File: src/rtl/assert_macros.svh
// Assertion macros shared by the RTL of the sequence query engine.
// Depends on nothing; included by modules that carry assertions.
`ifndef ASSERT_MACROS_SVH
`define ASSERT_MACROS_SVH

// Implication checked every clock, off during reset.
`define ASSERT_IMPLY(label, clk, rst, ante, cons) \
   label: assert property (@(posedge clk) disable iff (rst) (ante) |-> (cons)) \
      else $error("assertion failed");

// Implication whose consequent is checked in the cycle after the antecedent.
`define ASSERT_NEXT(label, clk, rst, ante, cons) \
   label: assert property (@(posedge clk) disable iff (rst) (ante) |=> (cons)) \
      else $error("assertion failed");

`endif

File: src/rtl/isrq_pkg.sv
// Package for the sequence query engine: sizes, opcodes, status codes.
// Depends on nothing.
`default_nettype none
package isrq_pkg;
   localparam int CAPACITY    = 32;
   localparam int VALUE_WIDTH = 32;
   localparam int IDX_W       = $clog2(CAPACITY);
   localparam int CNT_W       = $clog2(CAPACITY + 1);

   typedef logic [VALUE_WIDTH-1:0] value_type;

   localparam logic [3:0] OP_INSERT = 4'd0;
   localparam logic [3:0] OP_DELETE = 4'd1;
   localparam logic [3:0] OP_SET    = 4'd2;
   localparam logic [3:0] OP_GET    = 4'd3;
   localparam logic [3:0] OP_MIN    = 4'd4;
   localparam logic [3:0] OP_MAX    = 4'd5;
   localparam logic [3:0] OP_SUM    = 4'd6;
   localparam logic [3:0] OP_ROTR   = 4'd7;
   localparam logic [3:0] OP_ROTL   = 4'd8;
   localparam logic [3:0] OP_FIND   = 4'd9;

   localparam logic [1:0] ST_OK    = 2'd0;
   localparam logic [1:0] ST_RANGE = 2'd1;
   localparam logic [1:0] ST_FULL  = 2'd2;
endpackage
`default_nettype wire

File: src/rtl/isrq_ram.sv
// Generic single-port-write, one-read RAM with registered read data.
// Depends on nothing.
`default_nettype none
module isrq_ram #(
   parameter int WIDTH = 32,
   parameter int DEPTH = 32
) (
   input  wire logic                     clock,
   input  wire logic                     wr_en,
   input  wire logic [$clog2(DEPTH)-1:0] wr_addr,
   input  wire logic [WIDTH-1:0]         wr_data,
   input  wire logic [$clog2(DEPTH)-1:0] rd_addr,
   output logic      [WIDTH-1:0]         rd_data
);
   logic [WIDTH-1:0] mem [DEPTH];

   always_ff @(posedge clock) begin
      if (wr_en) begin
         mem[wr_addr] <= wr_data;
      end
      rd_data <= mem[rd_addr];
   end
endmodule
`default_nettype wire

File: src/rtl/indexed_sequence_range_query_engine.sv
// Top level of the indexed sequence range-query engine.
// Depends on isrq_pkg, isrq_ram and assert_macros.svh.
//
// One request at a time: a request is taken at a rising edge with start high
// and busy low. Responses are registered and appear for one cycle each with
// rsp_valid high. The receiver cannot stall them and must take every one.
// After the accepting edge busy covers S_DEC alone for every error, a set
// and a find on an empty sequence or with a zero limit; S_DEC and S_TAIL
// for an insert at the end or a delete of the last element; otherwise
// S_DEC, then S_RUN reading the elements (get one, min/max/sum/rotate r-l,
// insert n-pos, delete n-pos-1, find those scanned), then S_TAIL.
// The final response shows in the cycle after the last busy cycle, and the
// next request can be taken at the edge ending it. A find shows its
// matches one per cycle during the scan, each held back until the next
// match or S_TAIL, so that last can be set on the final match; the scan
// stops at the limit.
// Pipeline: read address issued, data back next cycle; a move writes each
// element one slot over while the next read runs two slots ahead of the
// write, so no entry is read after it has been overwritten within one pass.
`default_nettype none
`include "assert_macros.svh"
module indexed_sequence_range_query_engine (
   input  wire logic        clock,
   input  wire logic        reset,
   input  wire logic        start,
   output logic             busy,
   input  wire logic [3:0]  req_opcode,
   input  wire logic [5:0]  req_position,
   input  wire logic [5:0]  req_right_end,
   input  wire logic signed [31:0] req_value,
   input  wire logic [5:0]  req_match_limit,
   input  wire logic        req_find_request,
   output logic             rsp_valid,
   output logic [1:0]       rsp_status,
   output logic signed [31:0] rsp_data,
   output logic [4:0]       rsp_found_index,
   output logic             rsp_found,
   output logic             rsp_last,
   output logic [5:0]       rsp_length
);
   import isrq_pkg::*;

   localparam logic [1:0] S_IDLE = 2'd0;
   localparam logic [1:0] S_DEC  = 2'd1;  // decode, check, set up the reads
   localparam logic [1:0] S_RUN  = 2'd2;  // scan or move loop
   localparam logic [1:0] S_TAIL = 2'd3;  // final write / response

   logic [1:0]         state_ff, state_in;
   logic [3:0]         op_ff, op_in;
   logic [CNT_W-1:0]   pos_ff, pos_in, rend_ff, rend_in, lim_ff, lim_in;
   value_type          val_ff, val_in;
   logic [CNT_W-1:0]   cnt_ff, cnt_in;
   logic [IDX_W-1:0]   rd_ff, rd_in;      // next read index
   logic [CNT_W-1:0]   nrd_ff, nrd_in;    // reads still to issue
   logic               down_ff, down_in;  // walk toward index 0
   logic               rv_ff, rv_in;      // read data valid this cycle
   logic [IDX_W-1:0]   ri_ff, ri_in;      // index of data now arriving
   value_type          acc_ff, acc_in, hold_ff, hold_in;
   logic               first_ff, first_in;
   logic [CNT_W-1:0]   k_ff, k_in;        // matches taken
   logic               pend_ff, pend_in;  // a match waits to be shown
   logic [IDX_W-1:0]   pidx_ff, pidx_in;

   logic               we;
   logic [IDX_W-1:0]   wa;
   value_type          wd, rdat;

   logic               out_v;
   logic [1:0]         out_s;
   value_type          out_d;
   logic [IDX_W-1:0]   out_i;
   logic               out_f, out_l;

   isrq_ram #(.WIDTH(VALUE_WIDTH), .DEPTH(CAPACITY)) u_mem (
      .clock(clock), .wr_en(we), .wr_addr(wa), .wr_data(wd),
      .rd_addr(rd_ff), .rd_data(rdat)
   );

   logic [CNT_W-1:0] rclamp;
   logic [CNT_W-1:0] span;
   always_comb begin
      rclamp = (rend_ff < cnt_ff) ? rend_ff : cnt_ff;
      span   = rclamp - pos_ff;  // only used when pos < rclamp
   end

   always_comb begin
      state_in = state_ff; op_in = op_ff; pos_in = pos_ff; rend_in = rend_ff;
      lim_in = lim_ff; val_in = val_ff; cnt_in = cnt_ff; rd_in = rd_ff;
      nrd_in = nrd_ff; down_in = down_ff; rv_in = 1'b0; ri_in = ri_ff;
      acc_in = acc_ff; hold_in = hold_ff; first_in = first_ff; k_in = k_ff;
      pend_in = pend_ff; pidx_in = pidx_ff;
      we = 1'b0; wa = ri_ff; wd = rdat;
      out_v = 1'b0; out_s = ST_OK; out_d = '0; out_i = '0; out_f = 1'b0;
      out_l = 1'b1;
      case (state_ff)
         S_IDLE: begin
            if (start) begin
               op_in   = req_find_request ? OP_FIND : req_opcode;
               pos_in  = req_position[CNT_W-1:0];
               rend_in = req_right_end[CNT_W-1:0];
               lim_in  = (req_match_limit > 6'(CAPACITY)) ? CNT_W'(CAPACITY)
                                                           : req_match_limit[CNT_W-1:0];
               val_in  = VALUE_WIDTH'(req_value);
               state_in = S_DEC;
            end
         end
         S_DEC: begin
            first_in = 1'b1; k_in = '0; pend_in = 1'b0; down_in = 1'b0;
            state_in = S_RUN;
            case (op_ff)
               OP_INSERT: begin
                  if (pos_ff > cnt_ff) begin
                     out_v = 1'b1; out_s = ST_RANGE; state_in = S_IDLE;
                  end else if (cnt_ff >= CNT_W'(CAPACITY)) begin
                     out_v = 1'b1; out_s = ST_FULL; state_in = S_IDLE;
                  end else begin
                     // read cnt-1 downto pos, write each one up
                     rd_in = IDX_W'(cnt_ff - 1'b1); nrd_in = cnt_ff - pos_ff;
                     down_in = 1'b1;
                     if (cnt_ff == pos_ff) state_in = S_TAIL;
                  end
               end
               OP_DELETE: begin
                  if (pos_ff >= cnt_ff) begin
                     out_v = 1'b1; out_s = ST_RANGE; state_in = S_IDLE;
                  end else begin
                     // read pos+1 up to cnt-1, write each one down
                     rd_in = IDX_W'(pos_ff + 1'b1);
                     nrd_in = cnt_ff - pos_ff - 1'b1;
                     if (pos_ff + 1'b1 == cnt_ff) state_in = S_TAIL;
                  end
               end
               OP_SET: begin
                  if (pos_ff >= cnt_ff) out_s = ST_RANGE;
                  else begin
                     we = 1'b1; wa = IDX_W'(pos_ff); wd = val_ff;
                  end
                  out_v = 1'b1; state_in = S_IDLE;
               end
               OP_GET: begin
                  if (pos_ff >= cnt_ff) begin
                     out_v = 1'b1; out_s = ST_RANGE; state_in = S_IDLE;
                  end else begin
                     rd_in = IDX_W'(pos_ff); nrd_in = CNT_W'(1);
                  end
               end
               OP_MIN, OP_MAX, OP_SUM, OP_ROTR, OP_ROTL: begin
                  if (pos_ff >= rclamp) begin
                     out_v = 1'b1; out_s = ST_RANGE; state_in = S_IDLE;
                  end else begin
                     nrd_in = span;
                     if (op_ff == OP_ROTR) begin
                        // r-1 first into hold, then shift down to pos
                        rd_in = IDX_W'(rclamp - 1'b1); down_in = 1'b1;
                     end else rd_in = IDX_W'(pos_ff);
                  end
               end
               OP_FIND: begin
                  if (cnt_ff == '0 || lim_ff == '0) begin
                     out_v = 1'b1; state_in = S_IDLE;
                  end else begin
                     rd_in = '0; nrd_in = cnt_ff;
                  end
               end
               default: begin
                  out_v = 1'b1; out_s = ST_RANGE; state_in = S_IDLE;
               end
            endcase
         end
         S_RUN: begin
            if (nrd_ff != '0) begin
               rv_in = 1'b1; ri_in = rd_ff; nrd_in = nrd_ff - 1'b1;
               rd_in = down_ff ? rd_ff - 1'b1 : rd_ff + 1'b1;
            end
            if (rv_ff) begin
               // no read issued this cycle: this is the last data
               if (nrd_ff == '0) state_in = S_TAIL;
               case (op_ff)
                  OP_INSERT: begin
                     we = 1'b1; wa = ri_ff + 1'b1;
                  end
                  OP_DELETE: begin
                     we = 1'b1; wa = ri_ff - 1'b1;
                  end
                  OP_ROTR, OP_ROTL: begin
                     if (first_ff) hold_in = rdat;
                     else begin
                        we = 1'b1;
                        wa = (op_ff == OP_ROTR) ? ri_ff + 1'b1 : ri_ff - 1'b1;
                     end
                     first_in = 1'b0;
                  end
                  OP_FIND: begin
                     if (rdat == val_ff) begin
                        // show the previous match, keep this one back
                        if (pend_ff) begin
                           out_v = 1'b1; out_f = 1'b1; out_i = pidx_ff;
                           out_l = 1'b0;
                        end
                        pend_in = 1'b1; pidx_in = ri_ff; k_in = k_ff + 1'b1;
                        if (k_ff + 1'b1 == lim_ff) state_in = S_TAIL;
                     end
                  end
                  default: begin  // get, min, max, sum
                     if (first_ff) acc_in = rdat;
                     else if (op_ff == OP_MIN)
                        acc_in = ($signed(rdat) < $signed(acc_ff)) ? rdat : acc_ff;
                     else if (op_ff == OP_MAX)
                        acc_in = ($signed(rdat) > $signed(acc_ff)) ? rdat : acc_ff;
                     else acc_in = acc_ff + rdat;
                     first_in = 1'b0;
                  end
               endcase
            end
         end
         S_TAIL: begin
            state_in = S_IDLE; out_v = 1'b1;
            case (op_ff)
               OP_INSERT: begin
                  we = 1'b1; wa = IDX_W'(pos_ff); wd = val_ff;
                  cnt_in = cnt_ff + 1'b1;
               end
               OP_DELETE: cnt_in = cnt_ff - 1'b1;
               OP_ROTR: begin
                  we = 1'b1; wa = IDX_W'(pos_ff); wd = hold_ff;
               end
               OP_ROTL: begin
                  we = 1'b1; wa = IDX_W'(rclamp - 1'b1); wd = hold_ff;
               end
               OP_FIND: begin
                  // final match with last, or the single miss response
                  if (pend_ff) begin
                     out_f = 1'b1; out_i = pidx_ff;
                  end
               end
               OP_GET, OP_MIN, OP_MAX, OP_SUM: out_d = acc_ff;
               default: ;
            endcase
         end
         default: state_in = S_IDLE;
      endcase
      // a find stopped at its limit drops the read still in flight
      if (state_in != S_RUN) rv_in = 1'b0;
   end

   always_ff @(posedge clock) begin
      if (reset) begin
         state_ff <= S_IDLE; cnt_ff <= '0; rv_ff <= 1'b0; rsp_valid <= 1'b0;
      end else begin
         state_ff <= state_in; cnt_ff <= cnt_in; rv_ff <= rv_in;
         rsp_valid <= out_v;
      end
      op_ff <= op_in; pos_ff <= pos_in; rend_ff <= rend_in; lim_ff <= lim_in;
      val_ff <= val_in; rd_ff <= rd_in; nrd_ff <= nrd_in; down_ff <= down_in;
      ri_ff <= ri_in; acc_ff <= acc_in; hold_ff <= hold_in;
      first_ff <= first_in; k_ff <= k_in; pend_ff <= pend_in; pidx_ff <= pidx_in;
      rsp_status <= out_s; rsp_data <= 32'(out_d);
      rsp_found_index <= 5'(out_i); rsp_found <= out_f; rsp_last <= out_l;
      rsp_length <= 6'(cnt_in);
   end

   assign busy = (state_ff != S_IDLE);

   `ASSERT_IMPLY(a_cnt_cap, clock, reset, 1'b1, cnt_ff <= CNT_W'(CAPACITY))
   `ASSERT_NEXT(a_start_dec, clock, reset, start && !busy, state_ff == S_DEC)
   `ASSERT_IMPLY(a_wr_busy, clock, reset, we, state_ff != S_IDLE)
endmodule
`default_nettype wire

File: config.mk
export PLATFORM = sky130hd
export DESIGN_NAME = indexed_sequence_range_query_engine
export DESIGN_NICKNAME = d
export VERILOG_FILES = /design/src/rtl/isrq_pkg.sv /design/src/rtl/isrq_ram.sv /design/src/rtl/indexed_sequence_range_query_engine.sv
export VERILOG_INCLUDE_DIRS = /design/src /design/src/rtl
export SDC_FILE = /design/constraint.sdc
export NUM_CORES = 1
export LEC_CHECK = 0
export ABC_AREA = 1
export BUFFER_PORTS_ARGS = -buffer_cell sky130_fd_sc_hd__buf_2
export CORE_AREA = 2 2 331 333
export CTS_CLUSTER_SIZE = 12
export DETAILED_ROUTE_END_ITERATION = 8
export DIE_AREA = 0 0 333 335
export PLACE_DENSITY_LB_ADDON = 0.12
export SLEW_MARGIN = 0
export SYNTH_ARGS = -nofsm -noshare
export SYNTH_HDL_FRONTEND = slang
export SYNTH_SLANG_ARGS = --single-unit
File: constraint.sdc
create_clock -name clock -period 4.4 [get_ports clock]
set_clock_uncertainty 0.1 [all_clocks]
set_input_delay 0.22 -clock clock [delete_from_list [all_inputs] [get_ports clock]]
set_output_delay 0.22 -clock clock [all_outputs]
set_load 0.01 [all_outputs]
; Word level (Yosys, flattened, before mapping)
; Memories as Yosys holds them, arrays and structs flattened. A register that Yosys moved wholly into a read port is not among the register bits.
; Index checks and enable logic that the tools add are counted.
; W data, S select, Z words.
[totals]
output_inout_bits = 49
wordCells = 217
ram_bits = 1024
n_memories = 1
ff_bits = 205
inputBits = 58
[memory_table]
columns = memory, words, word_bits, rd, rd_clocked_by_memory_dff, wr, line
row1 = u_mem.mem, 32, 32, 1, 1, 1, isrq_ram.sv:15  ; logic [WIDTH-1:0] mem [DEPTH];
[classes]
muxes = 107
reduce_logical = 29
magnitude_cmp = 8
addsub = 14
eq_ne = 31
bitwise = 2
[op_table]
columns = op, n
row1 = $mux W32, 7
row2 = $pmux W32 S2, 2
row3 = $mux W5, 19
row4 = $mux W6, 12
row5 = $pmux W6 S2, 3
row6 = $add A32 B32 Y32, 1
row7 = $eq A32 B32 Y1, 1
row8 = $gt A32 B32 Y1, 1
row9 = $lt A32 B32 Y1, 1
row10 = $mux W1, 32
row11 = $pmux W5 S2, 3
row12 = $pmux W5 S3, 2
row13 = $pmux W6 S5, 1
row14 = $mux W2, 14
row15 = $pmux W5 S5, 1
row16 = $add A6 B1 Y6 const B, 3
row17 = $eq A6 B6 Y1, 3
row18 = $logic_not A6 Y1, 3
row19 = $ne A3 B3 Y1 const B, 6
row20 = $sub A6 B1 Y6 const B, 3
row21 = $eq A4 B3 Y1 const B, 4
row22 = $pmux W2 S4, 2
row23 = $sub A5 B1 Y5 const B, 3
row24 = $ge A6 B6 Y1, 2
row25 = 34 further kinds, 62

; Depth between registers and ports, before layout
[depth]
word_depth = 9
ltp_mapped = 23
mapped_depth_nobuf = 22

; Cells and area by module
; Synthesis repeated with hierarchy kept, for this count alone.
[hier_totals]
cells_unflattened = 5270
hier_area_um2 = 56007.5
[modules_own_cells]
columns = module, instances, area_each_um2, seq_area_each_um2, cells_each
row1 = isrq_ram, 1, 42405.7, 31390.1, 3536
row2 = indexed_sequence_range_query_engine, 1, 13601.8, 5585.4, 1734

; Worst setup path before layout
; Ideal clock, no wire load.
[synth_path]
path_kind = reg2reg
startpoint = register cnt_ff[3]
endpoint = memory u_mem.mem[4][0] (enable)
setup_ns = 0.421
synth_period_minus_slack_ns = 4.487
path_stages_with_launch = 20
path_slack_ns = -0.087
t_arrival_ns = 3.966
required_ns = 3.879
path_buffers = 1
path_cell_list = dfxtp_1 clkbuf_1 inv_1 ha_1 nand2_1 a21oi_1 nor2_2 nand2_2 o21ai_2 ha_1 inv_1 nor2_1 nand3_1 nand3_1 nand2_1 nand2_1 nand2_2 nor2_1 nand2_1 nor2_1
[synth_via]
elab_chain_cells = 6
word_cells_on_any_way = 13
classes_between = add/sub: 1 / order compare: 2 / mux: 10
[synth_lines]
columns = element, line
row1 = "start, declared", indexed_sequence_range_query_engine.sv:52  ; logic [CNT_W-1:0] cnt_ff, cnt_in;
row2 = "start signal, assigned", indexed_sequence_range_query_engine.sv:250  ; state_ff <= state_in; cnt_ff <= cnt_in; rv_ff <= rv_in;
row3 = "parallel branches: the longest is 6 deep, another holds $lt A6 B6 Y1", -
row4 = "end, declared", isrq_ram.sv:15
; Several ways; the timed one is not identified.

; Final worst setup path
[layout_path]
startpoint = register cnt_ff[4]
endpoint = memory u_mem.mem[25][30] (enable)
; The elaborated chain is that of the path after synthesis.

==> results.sh <==
export IMPL_status="completed"
export IMPL_ir_drop_uv=388
export IMPL_cpMostUsedCell="nand2_1"
export IMPL_startpoint_type="register"
export IMPL_drive_gt1_share_pct=11.9
export IMPL_hold_class="input port to register"
export IMPL_yosysTopAreaCell="edfxtp_1"
export IMPL_syn_area_per_cell_sq_um=11.8
export IMPL_row_count=121
export IMPL_setup_viol=0
export IMPL_yosysMostFrequentCell="edfxtp_1"
export IMPL_die_area_sq_um=112000
export IMPL_cellPowerDensity_nw_per_um2=460
export IMPL_clock_path_buffers=3
export IMPL_gp_congestion=0.944
export IMPL_routed_via_density=5.95
export IMPL_yosys_top_cells_area="edfxtp_1 (65%), o21ai_0 (5.9%), nor2_1 (5.4%)"
export IMPL_synth_flop_cell="edfxtp_1"
export IMPL_worstPathMaxFanout=21
export IMPL_crit_chain="inv_1, ha_1, nand2_1, nor2_1, o21ai_1, nand2_2, nand2_1, nand2_1, inv_1, ha_1, xor2_1, nand2_1, nand3_1, a21oi_2, nand3_1, nor2_4, buf_12"
export IMPL_path_clk_slew_ns=0.06
export IMPL_drtAntennaViolNets=0
export IMPL_cp_end_kind="register"
export IMPL_htree_levels=4
export IMPL_finalHoldViolations=0
export IMPL_tritoncts="built"
export IMPL_grt_antenna_before_repair=8
export IMPL_via_count=37524
export IMPL_placed_area_sq_um=57400
export IMPL_synth_nets=4716
export IMPL_synth_commonest_cells="edfxtp_1 (1172), nor2_1 (780), o21ai_0 (638), nand2_1 (358), inv_1 (292)"
export IMPL_final_cells=6303
export IMPL_nNetsFinal=4943
export IMPL_wire_per_inst_microns=24.7
export IMPL_rsz0062_at_grt="no"
export IMPL_final_area_sq_um=62300
export IMPL_firstDrtPassIters=7
export IMPL_final_core_util_pct=57.6
export IMPL_cp_data_required_time_ns=4.74
export IMPL_drt_wl_total_microns=155000
export IMPL_max_freq_mhz=246
export IMPL_cts_root_buf="clkbuf_16"
export IMPL_initial_core_util_pct=49.7
export IMPL_grt_pass1_wl_microns=232000
export IMPL_die_y_microns=335
export IMPL_final_setup_tns_ns=0
export IMPL_grt_use_met3_pct=4.22
export IMPL_cpMaxStageDelayCell="nand3_1"
export IMPL_max_cap_violations=0
export IMPL_crit_arrival_ns=4.40
export IMPL_synth_cell_types=60
export IMPL_clk_insertion_delay_late_ns=0.76
export IMPL_fill_cells=8902
export IMPL_grt_use_met2_pct=43.6
export IMPL_io_buffer_count=106
export IMPL_syn_inst=4556
export IMPL_io_pin_count=107
export IMPL_ys_seq_area_share_pct=68.8
export IMPL_synth_async_reset_ratio_pct=0
export IMPL_gr_usage_all_layers_pct=27.7
export IMPL_cts_buffers_inserted=138
export IMPL_synthToLayoutAreaGrowth_pct=15.9
export IMPL_synth_edf_count=1172
export IMPL_clock_sinks=1261
export IMPL_grt_ovfl_total=0
export IMPL_yosysTopAreaCellShare_pct=65.5
export IMPL_worstMarginPinSlew_ns=0.970
export IMPL_worst_slack_ns=0.341
export IMPL_syn_cell_area_sq_um=53800
export IMPL_grt_max_degree=146
export IMPL_core_area_sq_um=108000
export IMPL_grt_pass1_vias=36121
export IMPL_worst_setup_path_type="register to register"
export IMPL_drv_slew=0
export IMPL_slew_headroom_pct=35.3
export IMPL_total_leakage_power_nw=21.8
export IMPL_ys_warn_count=0
export IMPL_cts_setup_buffers=0
export IMPL_fin_crit_ns=4.06
export IMPL_min_period_over_period_pct=92.3
export IMPL_dp_slack_ns=0.308
export IMPL_drt_iter0_drc=4452
export IMPL_critPathMaxStageDelay_ns=0.48
export IMPL_dpl_hpwl_microns=97800
export IMPL_ys_ff_latch=1261
export IMPL_die_w_microns=333
export IMPL_drcViolationCount=0
export IMPL_busiest_layer="met2"
export IMPL_dp_cells=5993
export IMPL_use_met1_pct=39.9
## report_power, final
group          switching (W)  internal, W  total [W]
clock network        0.00468      0.00625     0.0109
registers           0.000189       0.0138     0.0139
logic                0.00278     0.000986    0.00377
## flip-flops by register name, indices dropped and copies added (netlist names), 2 cells and up
| signal | count |
|---|---|
| pidx_ff | 5 |
| hold_ff | 32 |
| val_ff | 32 |
| ri_ff | 5 |
| u_mem.mem | 1024 |
| rsp_found_index | 5 |
| state_ff | 2 |
| k_ff | 6 |
| rend_ff | 6 |
| op_ff | 4 |
| lim_ff | 6 |
| cnt_ff | 6 |
| rsp_status | 2 |
| rd_ff | 5 |
| pos_ff | 6 |
| u_mem.rd_data | 32 |
| rsp_length | 6 |
| rsp_data | 32 |
| acc_ff | 32 |
| nrd_ff | 6 |
## critical path, delay by kind of cell, from the launching register on
family	cells	cell delay [ns]
compound gates	2	0.52
simple gates	9	1.60
flops	1	0.33
buf+inv	3	0.41
xor+xnor	1	0.19
fa+ha+maj	2	0.52
## final timing paths
kind / start / endpoint / slack, ns / depth (start not counted)
setup / recovery: cnt_ff[4] / u_mem.mem[25][30] / 0.34 / 17
hold / removal: req_value[16] / val_ff[16] / 0.08 / 2
setup reg to reg: cnt_ff[4] / u_mem.mem[25][30] / 0.34 / 17
hold reg to reg: pidx_ff[2] / rsp_found_index[2] / 0.37 / 2
## cell usage in the layout, fill, tap and decap left out, drive strengths merged, types with 89 or more instances in the layout
cell,count
a21oi,95
buf,278
clkbuf,193
dfxtp,89
edfxtp,1172
ha,98
inv,316
nand2,370
nand3,182
nor2,786
o21ai,656
o221ai,221
## cells by family after synthesis
logic type	after synthesis	share of synthesized area (%)
adder cells (fa/ha/maj)	102	2.43
AND/OR/NAND/NOR	1416	10.8
flip-flops	1261	68.8
AO/OA/AOI/OAI	1170	13.3
buffers and inverters	565	3.99
XOR/XNOR	42	0.684
## per-layer routing
layer  routed length (microns)  share of wire [%]
met3                     12600                8.1
met4                      3960                2.5
met2                     71500                 46
met1                     67300                 43
met5                        54              0.035
## repair_timing
item                       4_1_cts  5_1_grt
hold endpoints to repair        64        0
hold buffers                    64        0
gates resized for setup          0        2
setup endpoints to repair        0      115
## metrics by stage
step / hold WS, ns / total power (W)
2_1_floorplan: 0.219 / 0.0162
3_3_place_gp: 0.298 / 0.0178
3_5_place_dp: 0.298 / 0.0178
4_1_cts: 0.0325 / 0.0288
5_1_grt: 0.0610 / 0.0296
6_report: 0.0798 / 0.0287
## final cells by class
cell class	count	area, sq um	share of cell area (%)
diodes	3	7.51	0.0121
repair buffers	342	3040	4.88
well taps	1414	1770	2.84
clock inverters	50	454	0.729
multi-input cells	2730	15100	24.2
flip-flops and latches	1261	37000	59.4
inverters	310	1180	1.90
clock buffers	193	3770	6.06
Note: power is estimated with default switching activity, not from simulation.
